**config.mk**
```make
export PLATFORM = sky130hd
export DESIGN_NAME = priority_message_queue_flat
export DESIGN_NICKNAME = d
export VERILOG_FILES = /design/src/rtl/pmq_pkg.sv /design/src/rtl/pmq_if.sv /design/src/rtl/priority_message_queue.sv /design/src/rtl/pmq_ram.sv /design/src/flat_wrapper.sv
export SDC_FILE = /design/constraint.sdc
export NUM_CORES = 1
export LEC_CHECK = 0
export BUFFER_PORTS_ARGS = -buffer_cell sky130_fd_sc_hd__buf_2
export CORE_UTILIZATION = 40
export DETAILED_ROUTE_END_ITERATION = 6
export GPL_TIMING_DRIVEN = 0
export PLACE_DENSITY_LB_ADDON = 0.12
export SLEW_MARGIN = 5
export SYNTH_ARGS = -nofsm -noshare
export SYNTH_HDL_FRONTEND = slang
export SYNTH_HIERARCHICAL = 1
export SYNTH_SLANG_ARGS = --single-unit
```
**constraint.sdc**
```tcl
create_clock -name clk -period 7.1 [get_ports clk]
set_clock_uncertainty 0.2 [all_clocks]
set_input_delay 0.71 -clock clk [delete_from_list [all_inputs] [get_ports clk]]
set_output_delay 0.71 -clock clk [all_outputs]
set_load 0.005 [all_outputs]
```
**src/rtl/pmq_pkg.sv**
```systemverilog
// Package for the priority message queue: sizes, slot entry layout and status codes.
// Used by the interfaces and the top level.
`timescale 1ns / 1ps

package pmq_pkg;

  localparam int QUEUE_DEPTH = 16;
  localparam int MSG_W       = 32;
  localparam int PRI_W       = 8;
  localparam int IN_PRI_W    = 8;
  localparam int IN_MSG_W    = 32;
  localparam int OUT_MSG_W   = 32;
  localparam int STATUS_W    = 2;
  localparam int IDX_W       = $clog2(QUEUE_DEPTH);
  localparam int PTR_W       = IDX_W + 1;

  typedef logic [IDX_W-1:0]     idx_t;
  typedef logic [PTR_W-1:0]     ptr_t;
  typedef logic [MSG_W-1:0]     msg_t;
  typedef logic [PRI_W-1:0]     pri_t;
  typedef logic [STATUS_W-1:0]  status_t;
  typedef logic [IN_PRI_W-1:0]  in_pri_t;
  typedef logic [IN_MSG_W-1:0]  in_msg_t;
  typedef logic [OUT_MSG_W-1:0] out_msg_t;

  localparam status_t ST_OK    = 2'd0;
  localparam status_t ST_FULL  = 2'd1;
  localparam status_t ST_EMPTY = 2'd2;

  localparam logic OP_INSERT = 1'b0;
  localparam logic OP_REMOVE = 1'b1;

  localparam ptr_t NULL_PTR = ptr_t'(QUEUE_DEPTH);

  typedef struct packed {
    msg_t msg;
    pri_t pri;
    ptr_t next;
  } entry_t;

  localparam int ENTRY_W = $bits(entry_t);

endpackage

```
**src/rtl/pmq_if.sv**
```systemverilog
// Valid/ready channel interfaces for request and result beats.
// Depends on pmq_pkg for the payload types.
`timescale 1ns / 1ps

interface pmq_in_if;
  logic              valid;
  logic              ready;
  logic              opcode;
  pmq_pkg::in_pri_t  priority_req;
  pmq_pkg::in_msg_t  message_in;

  modport source (output valid, output opcode, output priority_req, output message_in,
                  input ready);
  modport sink (input valid, input opcode, input priority_req, input message_in,
                output ready);
endinterface

interface pmq_out_if;
  logic              valid;
  logic              ready;
  pmq_pkg::status_t  status;
  pmq_pkg::out_msg_t message_out;

  modport source (output valid, output status, output message_out, input ready);
  modport sink (input valid, input status, input message_out, output ready);
endinterface

```
**src/rtl/priority_message_queue.sv**
```systemverilog
// Top level of the priority message queue: request/result channels, list walker, slot memory.
// Depends on pmq_pkg, pmq_in_if, pmq_out_if and pmq_ram.
`timescale 1ns / 1ps

// The queue holds QUEUE_DEPTH messages in one slot memory, linked in ascending priority order.
// One request beat is taken at a time and gives exactly one result beat. A full insert, an
// empty remove or an insert into an empty list skips the walk; otherwise the walker
// reads one list entry per cycle through the single read port of the slot memory and
// visits at most QUEUE_DEPTH entries. A finished result waits in S_EMIT while the previous
// result still waits for the receiver.
// A new request is taken while the previous result still waits in the output register.
module priority_message_queue (
  input  logic           clk,
  input  logic           rst_n,
  pmq_in_if.sink         in_ch,
  pmq_out_if.source      out_ch
);
  import pmq_pkg::*;

  localparam logic [2:0] S_IDLE  = 3'd0;
  localparam logic [2:0] S_IWALK = 3'd1;
  localparam logic [2:0] S_IFIX  = 3'd2;
  localparam logic [2:0] S_RWALK = 3'd3;
  localparam logic [2:0] S_EMIT  = 3'd4;

  logic [2:0]             state_r, state_nxt;
  logic [QUEUE_DEPTH-1:0] used_r, used_nxt;
  ptr_t                   head_r, head_nxt;
  logic                   first_r, first_nxt;
  logic                   out_valid_r, out_valid_nxt;

  ptr_t    cur_r, cur_nxt;
  idx_t    prev_r, prev_nxt;
  entry_t  prev_ent_r, prev_ent_nxt;
  idx_t    free_r, free_nxt;
  pri_t    pri_r, pri_nxt;
  msg_t    msg_r, msg_nxt;
  status_t res_status_r, res_status_nxt;
  msg_t    res_msg_r, res_msg_nxt;
  status_t out_status_r, out_status_nxt;
  msg_t    out_msg_r, out_msg_nxt;

  logic   free_found;
  idx_t   free_idx;
  logic   ram_we, ram_re;
  idx_t   ram_waddr, ram_raddr;
  entry_t ram_wdata, rd_ent;
  logic   in_fire;

  function automatic logic is_link(ptr_t p);
    return p < NULL_PTR;
  endfunction

  pmq_ram #(
    .WIDTH(ENTRY_W),
    .DEPTH(QUEUE_DEPTH)
  ) u_slots (
    .clk    (clk),
    .wr_en  (ram_we),
    .wr_addr(ram_waddr),
    .wr_data(ram_wdata),
    .rd_en  (ram_re),
    .rd_addr(ram_raddr),
    .rd_data(rd_ent)
  );

  always_comb begin
    free_found = 1'b0;
    free_idx   = '0;
    for (int k = QUEUE_DEPTH - 1; k >= 0; k--) begin
      if (!used_r[k]) begin
        free_found = 1'b1;
        free_idx   = idx_t'(k);
      end
    end
  end

  assign in_ch.ready        = (state_r == S_IDLE);
  assign in_fire            = in_ch.valid && in_ch.ready;
  assign out_ch.valid       = out_valid_r;
  assign out_ch.status      = out_status_r;
  assign out_ch.message_out = out_msg_t'(out_msg_r);

  always_comb begin
    state_nxt      = state_r;
    used_nxt       = used_r;
    head_nxt       = head_r;
    first_nxt      = first_r;
    out_valid_nxt  = out_valid_r;
    cur_nxt        = cur_r;
    prev_nxt       = prev_r;
    prev_ent_nxt   = prev_ent_r;
    free_nxt       = free_r;
    pri_nxt        = pri_r;
    msg_nxt        = msg_r;
    res_status_nxt = res_status_r;
    res_msg_nxt    = res_msg_r;
    out_status_nxt = out_status_r;
    out_msg_nxt    = out_msg_r;
    ram_we         = 1'b0;
    ram_waddr      = free_r;
    ram_wdata      = '{msg: msg_r, pri: pri_r, next: NULL_PTR};
    ram_re         = 1'b0;
    ram_raddr      = cur_r[IDX_W-1:0];

    if (out_valid_r && out_ch.ready) begin
      out_valid_nxt = 1'b0;
    end

    unique case (state_r)
      S_IDLE: begin
        if (in_fire) begin
          res_msg_nxt = '0;
          first_nxt   = 1'b1;
          cur_nxt     = head_r;
          ram_raddr   = head_r[IDX_W-1:0];
          if (in_ch.opcode == OP_INSERT) begin
            free_nxt = free_idx;
            pri_nxt  = in_ch.priority_req[PRI_W-1:0];
            msg_nxt  = in_ch.message_in[MSG_W-1:0];
            if (!free_found) begin
              res_status_nxt = ST_FULL;
              state_nxt      = S_EMIT;
            end else if (!is_link(head_r)) begin
              ram_we             = 1'b1;
              ram_waddr          = free_idx;
              ram_wdata          = '{msg: in_ch.message_in[MSG_W-1:0],
                                     pri: in_ch.priority_req[PRI_W-1:0], next: NULL_PTR};
              used_nxt[free_idx] = 1'b1;
              head_nxt           = ptr_t'(free_idx);
              res_status_nxt     = ST_OK;
              state_nxt          = S_EMIT;
            end else begin
              ram_re    = 1'b1;
              state_nxt = S_IWALK;
            end
          end else begin
            if (!is_link(head_r)) begin
              res_status_nxt = ST_EMPTY;
              state_nxt      = S_EMIT;
            end else begin
              ram_re    = 1'b1;
              state_nxt = S_RWALK;
            end
          end
        end
      end
      S_IWALK: begin
        if (rd_ent.pri >= pri_r) begin
          ram_we           = 1'b1;
          ram_wdata.next   = cur_r;
          used_nxt[free_r] = 1'b1;
          if (first_r) begin
            head_nxt       = ptr_t'(free_r);
            res_status_nxt = ST_OK;
            state_nxt      = S_EMIT;
          end else begin
            state_nxt = S_IFIX;
          end
        end else begin
          prev_nxt     = cur_r[IDX_W-1:0];
          prev_ent_nxt = rd_ent;
          first_nxt    = 1'b0;
          if (!is_link(rd_ent.next)) begin
            ram_we           = 1'b1;
            used_nxt[free_r] = 1'b1;
            state_nxt        = S_IFIX;
          end else begin
            ram_re    = 1'b1;
            ram_raddr = rd_ent.next[IDX_W-1:0];
            cur_nxt   = rd_ent.next;
          end
        end
      end
      S_IFIX: begin
        ram_we         = 1'b1;
        ram_waddr      = prev_r;
        ram_wdata      = '{msg: prev_ent_r.msg, pri: prev_ent_r.pri, next: ptr_t'(free_r)};
        res_status_nxt = ST_OK;
        state_nxt      = S_EMIT;
      end
      S_RWALK: begin
        if (is_link(rd_ent.next)) begin
          prev_nxt     = cur_r[IDX_W-1:0];
          prev_ent_nxt = rd_ent;
          first_nxt    = 1'b0;
          ram_re       = 1'b1;
          ram_raddr    = rd_ent.next[IDX_W-1:0];
          cur_nxt      = rd_ent.next;
        end else begin
          used_nxt[cur_r[IDX_W-1:0]] = 1'b0;
          res_msg_nxt                = rd_ent.msg;
          res_status_nxt             = ST_OK;
          state_nxt                  = S_EMIT;
          if (first_r) begin
            head_nxt = NULL_PTR;
          end else begin
            ram_we    = 1'b1;
            ram_waddr = prev_r;
            ram_wdata = '{msg: prev_ent_r.msg, pri: prev_ent_r.pri, next: NULL_PTR};
          end
        end
      end
      S_EMIT: begin
        if (!out_valid_r || out_ch.ready) begin
          out_valid_nxt  = 1'b1;
          out_status_nxt = res_status_r;
          out_msg_nxt    = res_msg_r;
          state_nxt      = S_IDLE;
        end
      end
      default: begin
        state_nxt = S_IDLE;
      end
    endcase
  end

  always_ff @(posedge clk) begin
    if (!rst_n) begin
      state_r     <= S_IDLE;
      used_r      <= '0;
      head_r      <= NULL_PTR;
      first_r     <= 1'b1;
      out_valid_r <= 1'b0;
    end else begin
      state_r     <= state_nxt;
      used_r      <= used_nxt;
      head_r      <= head_nxt;
      first_r     <= first_nxt;
      out_valid_r <= out_valid_nxt;
    end
  end

  always_ff @(posedge clk) begin
    cur_r        <= cur_nxt;
    prev_r       <= prev_nxt;
    prev_ent_r   <= prev_ent_nxt;
    free_r       <= free_nxt;
    pri_r        <= pri_nxt;
    msg_r        <= msg_nxt;
    res_status_r <= res_status_nxt;
    res_msg_r    <= res_msg_nxt;
    out_status_r <= out_status_nxt;
    out_msg_r    <= out_msg_nxt;
  end

`ifndef NO_ASSERTIONS
  a_head_matches_used: assert property (@(posedge clk) disable iff (!rst_n)
    state_r == S_IDLE |-> ((head_r == NULL_PTR) == (used_r == '0)))
    else $error("list head and busy bits disagree");

  a_head_in_range: assert property (@(posedge clk) disable iff (!rst_n)
    head_r == NULL_PTR || is_link(head_r))
    else $error("list head out of range");

  a_full_only_when_full: assert property (@(posedge clk) disable iff (!rst_n)
    (state_r == S_EMIT && res_status_r == ST_FULL) |-> (&used_r))
    else $error("full reported with a free slot");

  a_empty_only_when_empty: assert property (@(posedge clk) disable iff (!rst_n)
    (state_r == S_EMIT && res_status_r == ST_EMPTY) |-> (head_r == NULL_PTR))
    else $error("empty reported with a nonempty list");

  a_msg_zero_on_error: assert property (@(posedge clk) disable iff (!rst_n)
    (out_valid_r && out_status_r != ST_OK) |-> (out_msg_r == '0))
    else $error("message word not zero on an error beat");
`endif

endmodule

```
**src/rtl/pmq_ram.sv**
```systemverilog
// Generic single-write, single-read RAM with a registered read port.
// No dependencies.
`timescale 1ns / 1ps

module pmq_ram #(
  parameter int WIDTH  = 8,
  parameter int DEPTH  = 16,
  parameter int ADDR_W = $clog2(DEPTH)
) (
  input  logic              clk,
  input  logic              wr_en,
  input  logic [ADDR_W-1:0] wr_addr,
  input  logic [WIDTH-1:0]  wr_data,
  input  logic              rd_en,
  input  logic [ADDR_W-1:0] rd_addr,
  output logic [WIDTH-1:0]  rd_data
);

  logic [WIDTH-1:0] mem [DEPTH];

  always_ff @(posedge clk) begin
    if (wr_en) begin
      mem[wr_addr] <= wr_data;
    end
    if (rd_en) begin
      rd_data <= mem[rd_addr];
    end
  end

endmodule
```
**src/flat_wrapper.sv**
```systemverilog
// flat-port wrapper written by rule: the top's interface ports become plain ports
module priority_message_queue_flat import pmq_pkg::*;
  (clk, rst_n, in_ch_valid, in_ch_opcode, in_ch_priority_req, in_ch_message_in, in_ch_ready, out_ch_valid, out_ch_status, out_ch_message_out, out_ch_ready);
  pmq_in_if in_ch_i ();
  pmq_out_if out_ch_i ();
  input  logic clk;
  input  logic rst_n;
  input wire logic [$bits(in_ch_i.valid)-1:0] in_ch_valid;
  input wire logic [$bits(in_ch_i.opcode)-1:0] in_ch_opcode;
  input wire logic [$bits(in_ch_i.priority_req)-1:0] in_ch_priority_req;
  input wire logic [$bits(in_ch_i.message_in)-1:0] in_ch_message_in;
  output wire logic [$bits(in_ch_i.ready)-1:0] in_ch_ready;
  output wire logic [$bits(out_ch_i.valid)-1:0] out_ch_valid;
  output wire logic [$bits(out_ch_i.status)-1:0] out_ch_status;
  output wire logic [$bits(out_ch_i.message_out)-1:0] out_ch_message_out;
  input wire logic [$bits(out_ch_i.ready)-1:0] out_ch_ready;
  assign in_ch_i.valid = in_ch_valid;
  assign in_ch_i.opcode = in_ch_opcode;
  assign in_ch_i.priority_req = in_ch_priority_req;
  assign in_ch_i.message_in = in_ch_message_in;
  assign in_ch_ready = in_ch_i.ready;
  assign out_ch_valid = out_ch_i.valid;
  assign out_ch_status = out_ch_i.status;
  assign out_ch_message_out = out_ch_i.message_out;
  assign out_ch_i.ready = out_ch_ready;
  priority_message_queue u_core (.clk(clk), .rst_n(rst_n), .in_ch(in_ch_i), .out_ch(out_ch_i));
endmodule
```
==> Word-level counts from Yosys, hierarchy flattened <==
Memory sizes are Yosys's and may differ from the RTL's. A register that Yosys moved wholly into a read port is not among the register bits.
Index checks and enable logic that the tools add are counted.
{ "totals": {"ram_bits": 720, "n_memories": 1, "word_cells": 204, "register_bits": 187} }
{ "classes": {"reduce_logical": 22, "n_lt_le_gt_ge": 9, "mux": 133, "bitwise_logic": 5, "n_eq_ne": 18} }
{ "memory_table": {"columns": ["memory", "words", "width", "read_ports", "rd_ports_with_merged_regs", "write_ports", "line", "source"], "rows": [
  ["u_core.u_slots.mem", 16, 45, 1, 1, 1, "pmq_ram.sv:19", "logic [WIDTH-1:0] mem [DEPTH];"]
]} }
{ "op_table": {"columns": ["cell", "count"], "rows": [
  ["2-to-1 mux 45 bit", 8],
  ["one-hot mux 40 bit (3 select lines)", 1],
  ["2-to-1 mux 16 bit", 7],
  ["2-to-1 mux 4 bit", 27],
  ["one-hot mux 45 bit (2 select lines)", 1],
  ["2-to-1 mux 32 bit", 2],
  ["one-hot mux 32 bit (2 select lines)", 1],
  ["2-to-1 mux 5 bit", 12],
  ["one-hot mux 16 bit (3 select lines)", 1],
  ["2-to-1 mux 1 bit", 41],
  ["OR 16 bit", 2],
  ["2-to-1 mux 3 bit", 10],
  ["one-hot mux 5 bit (3 select lines)", 2],
  ["one-hot mux 4 bit (3 select lines)", 2],
  ["one-hot mux 5 bit (4 select lines)", 1],
  ["bitwise AND 16 bit", 1],
  ["2-to-1 mux 2 bit", 8],
  ["inverter 16 bit", 1],
  ["less-than comparator 4 x 5 -> 1 bit (second input constant)", 3],
  ["one-hot mux 3 bit (5 select lines)", 1],
  ["AND reduction 7 bit", 2],
  ["demux 1 bit (select 4 bit)", 3],
  [">= comparator 4 x 1 -> 1 bit (second input constant)", 3],
  ["inequality test 2 bit (second input constant)", 6],
  ["24 further kinds", 41]
]} }

==> Depth between registers and ports, before layout <==
{ "logic_depth": {"word_depth": 26, "depth_mapped": 14} }

==> Cells and area by module <==
The synthesis kept the hierarchy.
{ "by_module_without_submodules": {"columns": ["mod", "cells_per_inst", "instances", "area_per_inst_um2"], "rows": [
  ["pmq_ram", 1166, 1, 28672.5],
  ["priority_message_queue", 669, 1, 8348.0]
]} }

==> Worst setup path before layout <==
OpenSTA, ideal clock, no wires.
{ "synth_path": {"kind": "input -> register", "start": "in in_ch_valid", "end": "mem u_core/u_slots/mem[0][0] in the netlist's numbering, enable pin", "stages": 10, "path_slack_ps": 892, "t_arrival_ps": 5505, "setup_time_ps": 503, "cell_sequence": "nor3b_2 -> and2b_1 -> and3_2 -> buf_6 -> o21bai_4 -> buf_6 -> a222oi_1 -> inv_1 -> or3b_2 -> nor3_1"} }
{ "synth_between": {"word_cells_on_any_way": 7, "cone_classes": "mux: 6; reduce/logical: 1"} }
{ "synth_rtl": {"columns": ["element", "line", "source"], "rows": [
  ["start: declaration", "flat_wrapper.sv:8", "input wire logic [$bits(in_ch_i.valid)-1:0] in_ch_valid;"],
  ["logical AND 1 bit", "priority_message_queue.sv:79", "assign in_fire = in_ch.valid && in_ch.ready;"],
  ["2-to-1 mux 4 bit", "priority_message_queue.sv:112", "if (in_fire) begin"],
  ["one-hot mux 4 bit (3 select lines)", "priority_message_queue.sv:110", "unique case (state_r)"],
  ["named net u_core.ram_waddr[2]", "priority_message_queue.sv:46", "idx_t ram_waddr, ram_raddr;"],
  ["end: declaration", "pmq_ram.sv:19", null]
]} }
The timed path passes the listed nets, and every way through them passes these cells.

==> Worst setup path in the final report <==
{ "layout_path": {"start": "reg u_core.state_r[0]", "end": "mem u_core/u_slots/mem[4][26] in the netlist's numbering, enable pin"} }
{ "layout_between": {"word_cells_on_any_way": 11, "cone_classes": "eq/ne: 3; mux: 6; reduce/logical: 2"} }
{ "layout_rtl": {"columns": ["element", "line", "source"], "rows": [
  ["start: declaration", "priority_message_queue.sv:26", "logic [2:0] state_r, state_nxt;"],
  ["start signal: assignment", "priority_message_queue.sv:226", "state_r <= state_nxt;"],
  ["zero test 3 bit", "priority_message_queue.sv:78, priority_message_queue.sv:110", null],
  ["logical AND 1 bit", "priority_message_queue.sv:79", null],
  ["2-to-1 mux 4 bit", "priority_message_queue.sv:112", null],
  ["one-hot mux 4 bit (3 select lines) (*)", "priority_message_queue.sv:110", null],
  ["named net u_core.ram_waddr[2]", "priority_message_queue.sv:46", null]
]} }
The timed path passes the listed nets; every way through them passes the cells marked *.

==> flow_summary.json <==
{
  "start_util": 0.404,
  "end_kind": "flip-flop",
  "fmax_ghz": 0.193,
  "ys_types": 71,
  "synth_top_area_cell": "edfxtp_1",
  "fp.dieH_um": 306,
  "cts_buffer_depth": 3,
  "path_class": "flip-flop to flip-flop",
  "fin_setup_tns_ns": 0,
  "gr-total-overflow": 0,
  "finalWeightedCongestion": 0.872,
  "portBuffers": 80,
  "first_pass_iters": 6,
  "start_kind": "flip-flop",
  "period_needed_ns": 5.19,
  "remaining_drc_errors": 0,
  "seq_area_frac_synth": 0.765,
  "nets": 2137,
  "ant_nets": 0,
  "clkLatencyLatePin_ns": 0.67,
  "p_total_mw": 14.5,
  "cts_resized": 0,
  "synth_edf_count": 926,
  "num_rows": 111,
  "critPathMaxStageDelay_ns": 0.99,
  "synth.top_cell.area_share": 0.751,
  "postCtsSetupRepairBufs": 0,
  "r2r_cells": 13,
  "cp_max_fo": 10,
  "grt_pass1_wl_um": 145000,
  "placedCellCount": 3166,
  "power_density_mw_per_mm2": 336,
  "root_buffer": "clkbuf_16",
  "ir_drop_mv": 0.214,
  "worst-path-buf-inv": 9,
  "route.vias.total": 19400,
  "synth.area.top_cells": "edfxtp_1 75%, mux4_2 7.1%, mux4_1 4.5%",
  "synth_cells": 1835,
  "worst_slack_ns": 1.91,
  "wl_um": 101000,
  "syn_area_per_cell_um2": 20.2,
  "rsz0062_at_grt": "false",
  "clk_pin_slew_ns": 0.06,
  "cp_slowest_cell": "clkbuf_1",
  "crit_cells": 13,
  "status": "finished clean",
  "die_w_um": 306,
  "slew_viol_final": 0,
  "coreArea_mm2": 0.0917,
  "hold_path.class": "input pin to flip-flop",
  "synth.most_common_cell": "edfxtp_1",
  "grt_usage": 0.218,
  "cts_tree": "built",
  "clkSinkCount": 952,
  "path_cells": "buf_2, clkbuf_1, a21oi_1, clkbuf_1, a222oi_1, inv_1, nand3b_1, nor3_2, buf_4, buf_8, buf_8, buf_6, buf_4",
  "antenna_found_initial": 3,
  "grt_max_degree": 27,
  "finalNonFillerCells": 3348,
  "ys_warn_count": 6,
  "synth_seq_cells": 952,
  "dp_slack_ns": 1.93,
  "grt_pass1_vias": 19700,
  "hpwlAfterDp_um": 66400,
  "worst_pin_slew_ns": 1.27,
  "crit_family": "buffers and inverters",
  "drive_gt1_frac": 0.224,
  "synth_ff_type": "edfxtp_1",
  "fin_hold_ws_ns": 0.0418,
  "cts_buffers": 101,
  "yosys-top-cells-count": "926 x edfxtp_1, 116 x mux4_2, 95 x nand2_1, 93 x a22oi_1, 64 x mux4_1",
  "htreeDepth": 3,
  "drt-vias-per-instance": 5.80,
  "setup_viol": 0,
  "cap_viol_max_count": 0,
  "wl_per_cell_um": 30.1,
  "p_leak_nw": 14.1,
  "cp.arrival_ns": 5.34,
  "syn_to_final_growth_pct": 16.6,
  "dieArea_mm2": 0.0938,
  "crit_required_ns": 7.25,
  "hold_viol_final": 0,
  "hold_depth": 1,
  "syn_area_mm2": 0.0370,
  "io-pin-count": 81,
  "finalCritPeriodShare": 0.731,
  "synth.net_count": 1888,
  "relSlewSlack": 0.153,
  "dr.first_iter.drc_count": 2114,
  "ys_async_sr_fraction": 0
}
what timing repair did:
action / 4_1_cts / 5_1_grt
hold buffers: 0 / 1
endpoints found under the setup margin: 0 / 0
endpoints found under the hold margin: 0 / 1
metal layers:
layer	track usage	part of all wire	routed length, µm	vias to the layer above
met4	0.0474	0.020	1970	0
met3	0.0317	0.057	5780	128
li1	-	-	-	8212
met5	0	0	0	-
met1	0.314	0.44	44700	10400
met2	0.353	0.48	48400	617
cells in the final DEF (no fill, tap or decap), types with 12 or more instances in the layout:
| cell type | n |
|---|---|
| nand2b_1 | 15 |
| clkinv_2 | 14 |
| clkbuf_16 | 103 |
| clkbuf_1 | 66 |
| edfxtp_1 | 926 |
| buf_2 | 106 |
| inv_1 | 61 |
| mux4_2 | 116 |
| and3_1 | 34 |
| a22oi_1 | 93 |
| nor2_4 | 14 |
| clkinv_1 | 33 |
| dfxtp_1 | 26 |
| nor2_1 | 23 |
| nand2_1 | 94 |
| a222oi_1 | 40 |
| nand3_1 | 12 |
| buf_4 | 15 |
| mux4_1 | 64 |
| buf_12 | 33 |
| o21ai_0 | 29 |
| a21oi_1 | 23 |
| buf_6 | 19 |
per-stage QoR:
stage	area [µm²]	utilization
CTS	43200	0.471
global placement	38900	0.424
floorplan	37000	-
detailed placement	40100	0.438
finish	43200	0.471
global route	43200	0.471
final timing paths:
kind                              start  slack [ns]                             to
hold reg to reg    u_core/res_msg_r[16]        0.22  u_core/out_ch.message_out[16]
setup / recovery      u_core/state_r[0]        1.91      u_core/u_slots/mem[4][26]
setup reg to reg      u_core/state_r[0]        1.91      u_core/u_slots/mem[4][26]
hold / removal    in_ch_priority_req[4]        0.04                u_core/pri_r[4]
area by class of cell:
class                      count  area, µm²
antenna                        1       2.50
buffer                       103        658
clock buffer                 122       2670
clock inverter                58        378
fill                        7658      48500
inverter                      62        233
multi-input combinational    718       7950
sequential                   952      28300
tap                         1186       1480
timing repair buffer         146       1470
registers in the layout, summed over array words and instances (netlist names):
register	flops
u_core/cur_r	5
u_core/first_r	1
u_core/free_r	4
u_core/head_r	5
u_core/msg_r	32
u_core/out_ch.message_out	32
u_core/out_ch.status	2
u_core/out_ch.valid	1
u_core/prev_ent_r	40
u_core/prev_r	4
u_core/pri_r	8
u_core/res_msg_r	32
u_core/res_status_r	2
u_core/state_r	3
u_core/u_slots/mem	720
u_core/u_slots/rd_data	45
u_core/used_r	16
report_power, final:
part | internal (mW) | leakage [nW] | switching [mW]
clock | 2.74 | 1.49 | 2.12
sequential | 6.66 | 8.58 | 0.0799
combinational | 1.15 | 4.08 | 1.78
cell families (layout without fill, tap and decap cells):
logic type,after synthesis,in the layout,share of synthesized area
adder cells (fa/ha/maj),8,8,0.00270
flip-flops,952,952,0.765
AO/OA/AOI/OAI,263,263,0.0544
multiplexers,185,185,0.117
other,0,1,0
AND/OR/NAND/NOR,262,262,0.0363
buffers and inverters,165,491,0.0240
No activity file was read; power rests on OpenSTA's default activity.
